## src/rtl/stack_bytecode_execute_unit_defines.svh

```systemverilog
// Assertion helpers for the stack bytecode execute unit
`ifndef STACK_BYTECODE_EXECUTE_UNIT_DEFINES_SVH
`define STACK_BYTECODE_EXECUTE_UNIT_DEFINES_SVH

// assert that an antecedent implies a consequent on the next clock
`define SBX_ASSERT_NEXT(label, clk, rst, ante, cons) \
   label: assert property (@(posedge clk) disable iff (rst) (ante) |=> (cons)) \
      else $error("next-cycle check failed");

// assert a condition at every clock outside reset
`define SBX_ASSERT_ALWAYS(label, clk, rst, cond) \
   label: assert property (@(posedge clk) disable iff (rst) (cond)) \
      else $error("invariant failed");

`endif

```

## src/rtl/sbx_pkg.sv

```systemverilog
`timescale 1ns / 1ps
package sbx_pkg;
   localparam int STACK_DEPTH_DEF   = 64;
   localparam int NUM_REGISTERS_DEF = 16;
   localparam int PROGRAM_DEPTH_DEF = 65536;
   localparam int DATA_W = 64;
   localparam int CNT_W  = 17;

   typedef enum logic [4:0] {
      OP_NOP = 5'd0, OP_HALT = 5'd1, OP_PUSH = 5'd2, OP_POP = 5'd3,
      OP_ADD = 5'd4, OP_SUB = 5'd5, OP_MUL = 5'd6, OP_DIV = 5'd7,
      OP_MOD = 5'd8, OP_JMP = 5'd9, OP_CALL = 5'd10, OP_RET = 5'd11,
      OP_WHERE = 5'd12, OP_LIMIT = 5'd13, OP_OFFSET = 5'd14, OP_AND = 5'd15,
      OP_OR = 5'd16, OP_NOT = 5'd17, OP_EQ = 5'd18, OP_NE = 5'd19,
      OP_LT = 5'd20, OP_LE = 5'd21, OP_GT = 5'd22, OP_GE = 5'd23,
      OP_LOAD = 5'd24, OP_STORE = 5'd25
   } op_type;

   typedef enum logic [3:0] {
      ERR_NONE = 4'd0, ERR_OPERAND = 4'd1, ERR_TARGET = 4'd2, ERR_RET = 4'd3,
      ERR_DIVZERO = 4'd4, ERR_REG = 4'd5, ERR_UNDER = 4'd6, ERR_OVER = 4'd7,
      ERR_UNSUP = 4'd8
   } err_type;

   // ALU request/response between sequencer and shared unit
   typedef struct packed {
      logic       start;
      logic [4:0] op;
   } alu_ctl_type;

   typedef struct packed {
      logic done;
   } alu_sts_type;
endpackage

```

## src/rtl/sbx_alu.sv

```systemverilog
`timescale 1ns / 1ps
module sbx_alu (
   input  logic                 clock,
   input  logic                 reset,
   input  sbx_pkg::alu_ctl_type ctl,
   input  logic [63:0]          a,
   input  logic [63:0]          b,
   output sbx_pkg::alu_sts_type sts,
   output logic [63:0]          result
);
   import sbx_pkg::*;

   typedef enum logic [1:0] {S_IDLE, S_MUL, S_DIV, S_DONE} state_type;

   state_type   state_ff, state_in;
   logic [4:0]  op_ff, op_in;
   logic [63:0] acc_ff, acc_in;   // product or quotient
   logic [63:0] rem_ff, rem_in;
   logic [63:0] a_ff, a_in;       // multiplicand or dividend shifter
   logic [63:0] b_ff, b_in;
   logic [5:0]  cnt_ff, cnt_in;
   logic [63:0] res_ff, res_in;
   logic [64:0] trial;
   logic [63:0] mpart;

   // radix-4 multiply: 32 steps, one 64x2 partial product each
   assign mpart = (b_ff[0] ? a_ff : 64'd0) + (b_ff[1] ? {a_ff[62:0], 1'b0} : 64'd0);
   assign trial = {rem_ff, a_ff[63]} - {1'b0, b_ff};

   always_comb begin
      state_in = state_ff; op_in = op_ff; acc_in = acc_ff; rem_in = rem_ff;
      a_in = a_ff; b_in = b_ff; cnt_in = cnt_ff; res_in = res_ff;
      case (state_ff)
         S_IDLE: if (ctl.start) begin
            op_in = ctl.op; a_in = a; b_in = b; acc_in = '0; rem_in = '0; cnt_in = '0;
            case (ctl.op)
               OP_ADD: begin res_in = a + b; state_in = S_DONE; end
               OP_SUB: begin res_in = a - b; state_in = S_DONE; end
               OP_MUL: state_in = S_MUL;
               OP_DIV, OP_MOD: state_in = S_DIV;
               OP_AND: begin res_in = {63'd0, (a != 0) && (b != 0)}; state_in = S_DONE; end
               OP_OR:  begin res_in = {63'd0, (a != 0) || (b != 0)}; state_in = S_DONE; end
               OP_EQ:  begin res_in = {63'd0, a == b}; state_in = S_DONE; end
               OP_NE:  begin res_in = {63'd0, a != b}; state_in = S_DONE; end
               OP_LT:  begin res_in = {63'd0, a < b}; state_in = S_DONE; end
               OP_LE:  begin res_in = {63'd0, a <= b}; state_in = S_DONE; end
               OP_GT:  begin res_in = {63'd0, a > b}; state_in = S_DONE; end
               default: begin res_in = {63'd0, a >= b}; state_in = S_DONE; end
            endcase
         end
         S_MUL: begin
            acc_in = acc_ff + mpart;
            a_in = {a_ff[61:0], 2'b00};
            b_in = {2'b00, b_ff[63:2]};
            cnt_in = cnt_ff + 6'd1;
            if (cnt_ff == 6'd31) begin res_in = acc_ff + mpart; state_in = S_DONE; end
         end
         S_DIV: begin
            // restoring division, one quotient bit per cycle
            a_in = {a_ff[62:0], 1'b0};
            if (!trial[64]) begin
               rem_in = trial[63:0]; acc_in = {acc_ff[62:0], 1'b1};
            end else begin
               rem_in = {rem_ff[62:0], a_ff[63]}; acc_in = {acc_ff[62:0], 1'b0};
            end
            cnt_in = cnt_ff + 6'd1;
            if (cnt_ff == 6'd63) begin
               res_in = (op_ff == OP_MOD) ? rem_in : acc_in;
               state_in = S_DONE;
            end
         end
         default: state_in = S_IDLE;
      endcase
   end

   always_ff @(posedge clock) begin
      if (reset) begin
         state_ff <= S_IDLE;
      end else begin
         state_ff <= state_in;
      end
      op_ff <= op_in; acc_ff <= acc_in; rem_ff <= rem_in; a_ff <= a_in;
      b_ff <= b_in; cnt_ff <= cnt_in; res_ff <= res_in;
   end

   assign sts.done = (state_ff == S_DONE);
   assign result   = res_ff;
endmodule

```

## config.mk

```make
export PLATFORM = sky130hd
export DESIGN_NAME = sbx_alu
export DESIGN_NICKNAME = d
export VERILOG_FILES = /design/src/rtl/stack_bytecode_execute_unit_defines.svh /design/src/rtl/sbx_pkg.sv /design/src/rtl/sbx_alu.sv
export SDC_FILE = /design/constraint.sdc
export NUM_CORES = 2
export LEC_CHECK = 0
export BUFFER_PORTS_ARGS = -buffer_cell sky130_fd_sc_hd__buf_4
export CAP_MARGIN = 30
export CORE_AREA = 2 2 335 337
export CTS_BUF_LIST = sky130_fd_sc_hd__clkbuf_16
export DETAILED_ROUTE_END_ITERATION = 16
export DIE_AREA = 0 0 337 339
export HOLD_SLACK_MARGIN = 0.12
export PLACE_DENSITY = 0.41
export SLEW_MARGIN = 20
export SYNTH_ARGS = -nofsm -noshare
export SYNTH_HDL_FRONTEND = slang
export SYNTH_SLANG_ARGS = --single-unit
export TNS_END_PERCENT = 10
```

## constraint.sdc

```tcl
create_clock -name clock -period 12.1 [get_ports clock]
set_clock_uncertainty 0.1 [all_clocks]
set_input_delay 0.605 -clock clock [delete_from_list [all_inputs] [get_ports clock]]
set_output_delay 0.605 -clock clock [all_outputs]
set_load 0.1 [all_outputs]
```

# Word level (Yosys, flattened, before mapping)
# Cells that the tools add are included.
dict set report op_classes {
  addsub 6
  order_cmp 4
  n_eq_ne 24
  n_mux 24
  n_reduce_logical 19
}
# cell n
set op_table {}
lappend op_table {{2-to-1 mux 64 bit} 10}
lappend op_table {{case mux 64 bit (10 select lines)} 1}
lappend op_table {{case mux 64 bit (3 select lines)} 3}
lappend op_table {{case mux 64 bit (2 select lines)} 2}
lappend op_table {{adder 64 bit} 3}
lappend op_table {{nonzero test 64 bit} 2}
lappend op_table {{subtractor 65 x 64 -> 65 bit} 1}
lappend op_table {{== test 64 bit} 1}
lappend op_table {{greater-or-equal comparator 64 bit} 1}
lappend op_table {{greater-than comparator 64 bit} 1}
lappend op_table {{less-or-equal comparator 64 bit} 1}
lappend op_table {{< comparator 64 bit} 1}
lappend op_table {{!= test 64 bit} 1}
lappend op_table {{subtractor 64 bit} 1}
lappend op_table {{== test 5 bit, second input constant} 6}
lappend op_table {{== test 5 x 3 -> 1 bit, second input constant} 4}
lappend op_table {{== test 5 x 4 -> 1 bit, second input constant} 3}
lappend op_table {{case mux 6 bit (2 select lines)} 1}
lappend op_table {{AND reduction 2 bit} 5}
lappend op_table {{!= test 2 bit, second input constant} 4}
lappend op_table {{adder 6 x 1 -> 6 bit, second input constant} 1}
lappend op_table {{== test 6 x 5 -> 1 bit, second input constant} 1}
lappend op_table {{== test 6 bit, second input constant} 1}
lappend op_table {{2-to-1 mux 2 bit} 3}
lappend op_table {{other kinds (15)} 19}
dict set report word_totals {
  reg_bits 333
  out_inout_bits 65
}

# Longest topological paths before layout
dict set report logic_depth {
  word_depth 5
  depth_mapped 19
  depth_no_buf 17
}

# Worst setup path before layout
# No wires, ideal clock.
dict set report synth_timing {
  path_type {register -> register}
  start {reg state_ff[0]}
  end {reg a_ff[0] (enable)}
  t_arrival_ns 7.523
  t_required_ns 11.328
  path_slack_ns 3.805
  path_stages_with_launch 3
  n_path_buf 0
  period_less_slack_ns 8.295
  cell_sequence {dfxtp_1 > ha_1 > a21oi_1}
}
dict set report synth_between {
  elab_chain_len 3
}
# element line_no
set synth_rtl {}
lappend synth_rtl {{start, declared} sbx_alu.sv:15} ;# state_type state_ff, state_in;
lappend synth_rtl {{start signal, assigned} sbx_alu.sv:80} ;# state_ff <= state_in;
lappend synth_rtl {{== test 2 bit, or another cell as far along} sbx_alu.sv:33} ;# case (state_ff)
lappend synth_rtl {{nonzero test 3 bit (no source line) / != test 2 bit (equally long branches)} n/a}
lappend synth_rtl {{AND reduction 2 bit (no source line) (*)} n/a}
lappend synth_rtl {{end signal, assigned} sbx_alu.sv:82} ;# op_ff <= op_in; acc_ff <= acc_in; rem_ff <= rem_in; a_ff <= a_in;
lappend synth_rtl {{end, declared} sbx_alu.sv:19} ;# logic [63:0] a_ff, a_in;
# Mark *: on every way between the ends. The rest lies on a longest branch, timed or not.
# A chain may end at the register's enable or synchronous reset.

# Final worst setup path
dict set report layout_timing {
  start {reg b_ff[1]}
  end {reg res_ff[62] (netlist: result[62]) (data pin)}
}
dict set report layout_between {
  elab_chain_len 5
}
# element line_no
set layout_rtl {}
lappend layout_rtl {{start, declared} sbx_alu.sv:20} ;# logic [63:0] b_ff, b_in;
lappend layout_rtl {{start signal, assigned} sbx_alu.sv:83} ;# b_ff <= b_in; cnt_ff <= cnt_in; res_ff <= res_in;
lappend layout_rtl {{2-to-1 mux 64 bit / subtractor 65 x 64 -> 65 bit (equally long branches)} {sbx_alu.sv:27, sbx_alu.sv:28}}
lappend layout_rtl {{adder 64 bit / 2-to-1 mux 64 bit (equally long branches)} {sbx_alu.sv:27, sbx_alu.sv:61}}
lappend layout_rtl {{adder 64 bit / 2-to-1 mux 64 bit (equally long branches)} {sbx_alu.sv:56, sbx_alu.sv:68}}
lappend layout_rtl {{2-to-1 mux 64 bit (on tied branches)} {sbx_alu.sv:56, sbx_alu.sv:67}}
lappend layout_rtl {{case mux 64 bit (3 select lines) (*)} sbx_alu.sv:33}
lappend layout_rtl {{named net res_in[62]} sbx_alu.sv:22} ;# logic [63:0] res_ff, res_in;
lappend layout_rtl {{end signal, assigned} sbx_alu.sv:83}
lappend layout_rtl {{end, declared} sbx_alu.sv:22}
# Mark *: on every way through the listed nets, which the timed path passes. The rest lies on a longest branch. The select of a mux whose other input is x is not followed.

==> flow_summary.json <==
{
  "hold_path_class": "in2reg",
  "crit_required_ns": 12.39,
  "floorplan.rows": 122,
  "grt_pass1_wl_mm": 230,
  "cts_sinks": 333,
  "dp_hpwl_mm": 126,
  "synth_compound_gate_area_share_pct": 26.1,
  "crit_path_start": "b_ff[1]",
  "period_share_pct": 52.6,
  "hold_buffers": 5,
  "yosysWarningCount": 0,
  "final_area_sq_mm": 0.0376,
  "io_buffers": 200,
  "drc": 0,
  "syn2layout_area_growth_pct": 13.7,
  "diodes": 0,
  "ys_types": 87,
  "core_area_sq_mm": 0.110,
  "fin_ws_ns": 5.73,
  "synth_xor_xnor_area_share_pct": 4.98,
  "vias_per_cell": 5.76,
  "grt_usage_pct": 27.6,
  "critPathCapture": "result[62]",
  "die_x_um": 337,
  "synth-simple-area-share_pct": 18.0,
  "clockBufferDepth": 3,
  "tightestPinTransition_ns": 1.18,
  "synth.cell_area_sq_mm": 0.0330,
  "fp.dieH_um": 339,
  "place_congestion": 0.961,
  "critPathArrivalTime_ns": 6.66,
  "rsz0062_at_grt": "no",
  "synth-seq-cells": 333,
  "synth_edf_count": 331,
  "yosysTopAreaCell": "edfxtp_1",
  "routed_wl_mm": 161,
  "synth.net_count": 4456,
  "max_freq_mhz": 157,
  "root_buffer": "clkbuf_16",
  "synth-async-reset-ratio_pct": 0,
  "drive_above_1_share_pct": 9.01,
  "synth.top_cell.area_share_pct": 30.1,
  "synth_top_family_by_area": "compound AO/OA/AOI/OAI gates",
  "post-place-ws_ns": 5.81,
  "vias": 32165,
  "place_area_sq_mm": 0.0359,
  "ff2ff_path_depth": 17,
  "synth_seq_area_share_pct": 30.2,
  "multiInputGateArea_sq_mm": 0.0213,
  "syn-mean-instance-area_sq_um": 8.27,
  "ant_nets": 0,
  "synthTopCellsByCount": "a21oi_1 (452), nor2_1 (423), edfxtp_1 (331)",
  "synth_fa_ha_area_share_pct": 13.8,
  "numCtsBuffers": 49,
  "io_pins": 201,
  "maxCapViolations": 0,
  "clk_pin_slew_ns": 0.06,
  "fillers": 11832,
  "worst_path_most_repeated_cell": "a21oi_1",
  "regArea_sq_mm": 0.00998,
  "crit_path_end_kind": "flip-flop",
  "drtIter0Drc": 3139,
  "htree_num_levels": 2,
  "wl_per_cell_um": 28.9,
  "grt_max_degree": 78,
  "setup_viol": 0,
  "layout.nets": 4520,
  "firstDrtPassIters": 5,
  "critPathKind": "reg2reg",
  "synth_top_cells_by_area": "edfxtp_1 (30%), ha_1 (9.8%), a21oi_1 (6.8%)",
  "ys.flop_type": "edfxtp_1",
  "fin_crit_ns": 6.37,
  "hold_viol_final": 0,
  "rr_endpoint": "result[62]",
  "rrSetupSlack_ns": 5.73,
  "critPathSlowestCell": "a31oi_1",
  "slowest_delay_ns": 0.81,
  "path_cells": "buf_4 -> and2_1 -> fa_1 -> ha_1 -> a211oi_1 -> o21ai_0 -> a21oi_1 -> a21oi_1 -> buf_4 -> a211oi_1 -> nor2_1 -> a311o_1 -> a31oi_1 -> o21ai_0 -> a21oi_1 -> xnor2_1 -> a211o_1",
  "fin_tns_setup_ns": 0,
  "grt_overflow_total": 0,
  "grt_pass1_vias": 30975,
  "synth_most_common_cell": "a21oi_1",
  "slew_viol_final": 0,
  "die_area_sq_mm": 0.114,
  "insertion_delay_ns": 0.65,
  "start_util_pct": 29.9,
  "relSlewSlack_pct": 20.5,
  "cts_resized": 0,
  "syn_inst": 3994,
  "antenna_found_initial": 2,
  "synthMuxAreaShare_pct": 1.13,
  "crit_path_start_kind": "flip-flop",
  "status": "complete, no violations",
  "postCtsSetupBuffers": 0,
  "cp_max_fo": 36,
  "r2r-start": "b_ff[1]",
  "cts_tree": "done"
}
-- kinds of logic (layout without fill, tap and decap cells) --
| logic type | count (synthesis) | in the layout |
|---|---|---|
| AO/OA/AOI/OAI | 1372 | 1372 |
| AND/OR/NAND/NOR | 1251 | 1251 |
| flip-flops | 333 | 333 |
| adder cells (fa/ha/maj) | 326 | 326 |
| XOR/XNOR | 188 | 188 |
| multiplexers | 37 | 37 |
| buffers and inverters | 487 | 590 |
-- metrics by stage --
stage / hold WS [ns] / util [%] / cells
after global placement: 0.423 / 32.5 / 5485
after global routing: 0.230 / 34.0 / 5585
after floorplan: 0.360 / - / 3994
final: 0.243 / 34.0 / 5585
after detailed placement: 0.425 / 32.5 / 5488
after CTS: 0.205 / 34.0 / 5583
-- layer usage --
metal  part of all wire, %  track usage [%]  up-vias  routed length, um
met2                    43             40.9     1163              69400
met1                    49             42.1    16111              78500
li1                      -                -    14731                  -
met5                     0                0        -                  0
met3                   5.9             3.11      160               9540
met4                   2.3             6.40        0               3770
-- registers in the layout, summed over array words and instances (netlist names) --
register and cells:
result 64, state_ff 2, rem_ff 64, b_ff 64, a_ff 64, cnt_ff 6
op_ff 5, acc_ff 64
-- worst min-delay path by stage --
| stage | startpoint | to | slack (ns) | depth (start not counted) |
|---|---|---|---|---|
| after global placement | state_ff[1] | state_ff[1] | 0.42 | 2 |
| after CTS | a[9] | a_ff[9] | 0.20 | 3 |
| after global routing | a[9] | a_ff[9] | 0.23 | 3 |
| after detailed placement | state_ff[0] | state_ff[0] | 0.42 | 2 |
| after floorplan | state_ff[0] | state_ff[0] | 0.36 | 2 |
| final | a[50] | a_ff[50] | 0.24 | 3 |
-- final cells by class --
class                           count  share of cell area (%)
Multi-Input combinational cell   3174                    56.6
Sequential cell                   333                    26.6
Timing Repair Buffer              258                    5.27
Tap cell                         1488                    4.95
Clock buffer                       51                    3.40
Inverter                          242                    2.42
Clock inverter                     39                   0.769
-- cell usage in the layout, fill, tap and decap left out, types with 11 or more instances in the layout --
master,instances
a211oi_1,22
a21o_1,113
a21oi_1,451
a221o_1,28
a221oi_1,16
a22oi_1,114
a31oi_1,38
and2_1,141
and3_1,21
buf_4,248
clkbuf_16,51
edfxtp_1,331
fa_1,66
ha_1,257
inv_1,250
mux2i_1,35
nand2_1,303
nand2b_1,30
nand3_1,56
nand4_1,80
nor2_1,421
nor2b_1,25
nor3_1,51
nor4_1,59
o211ai_1,40
o21a_1,20
o21ai_0,278
o21ai_1,25
o21bai_1,62
o221ai_1,17
o22ai_1,11
o31ai_1,30
or3_1,14
xnor2_1,126
xor2_1,62
-- worst max-delay path: cells and delay by family, from the launching register on --
family / cells / cell delay (ns)
compound gates: 10 / 3.77
fa+ha+maj: 2 / 0.74
buf+inv: 2 / 0.53
simple gates: 2 / 0.46
flops: 1 / 0.35
xor+xnor: 1 / 0.11
Power is not shown: default switching activity piles up to over one toggle a cycle in this logic, so the estimate is an artifact.
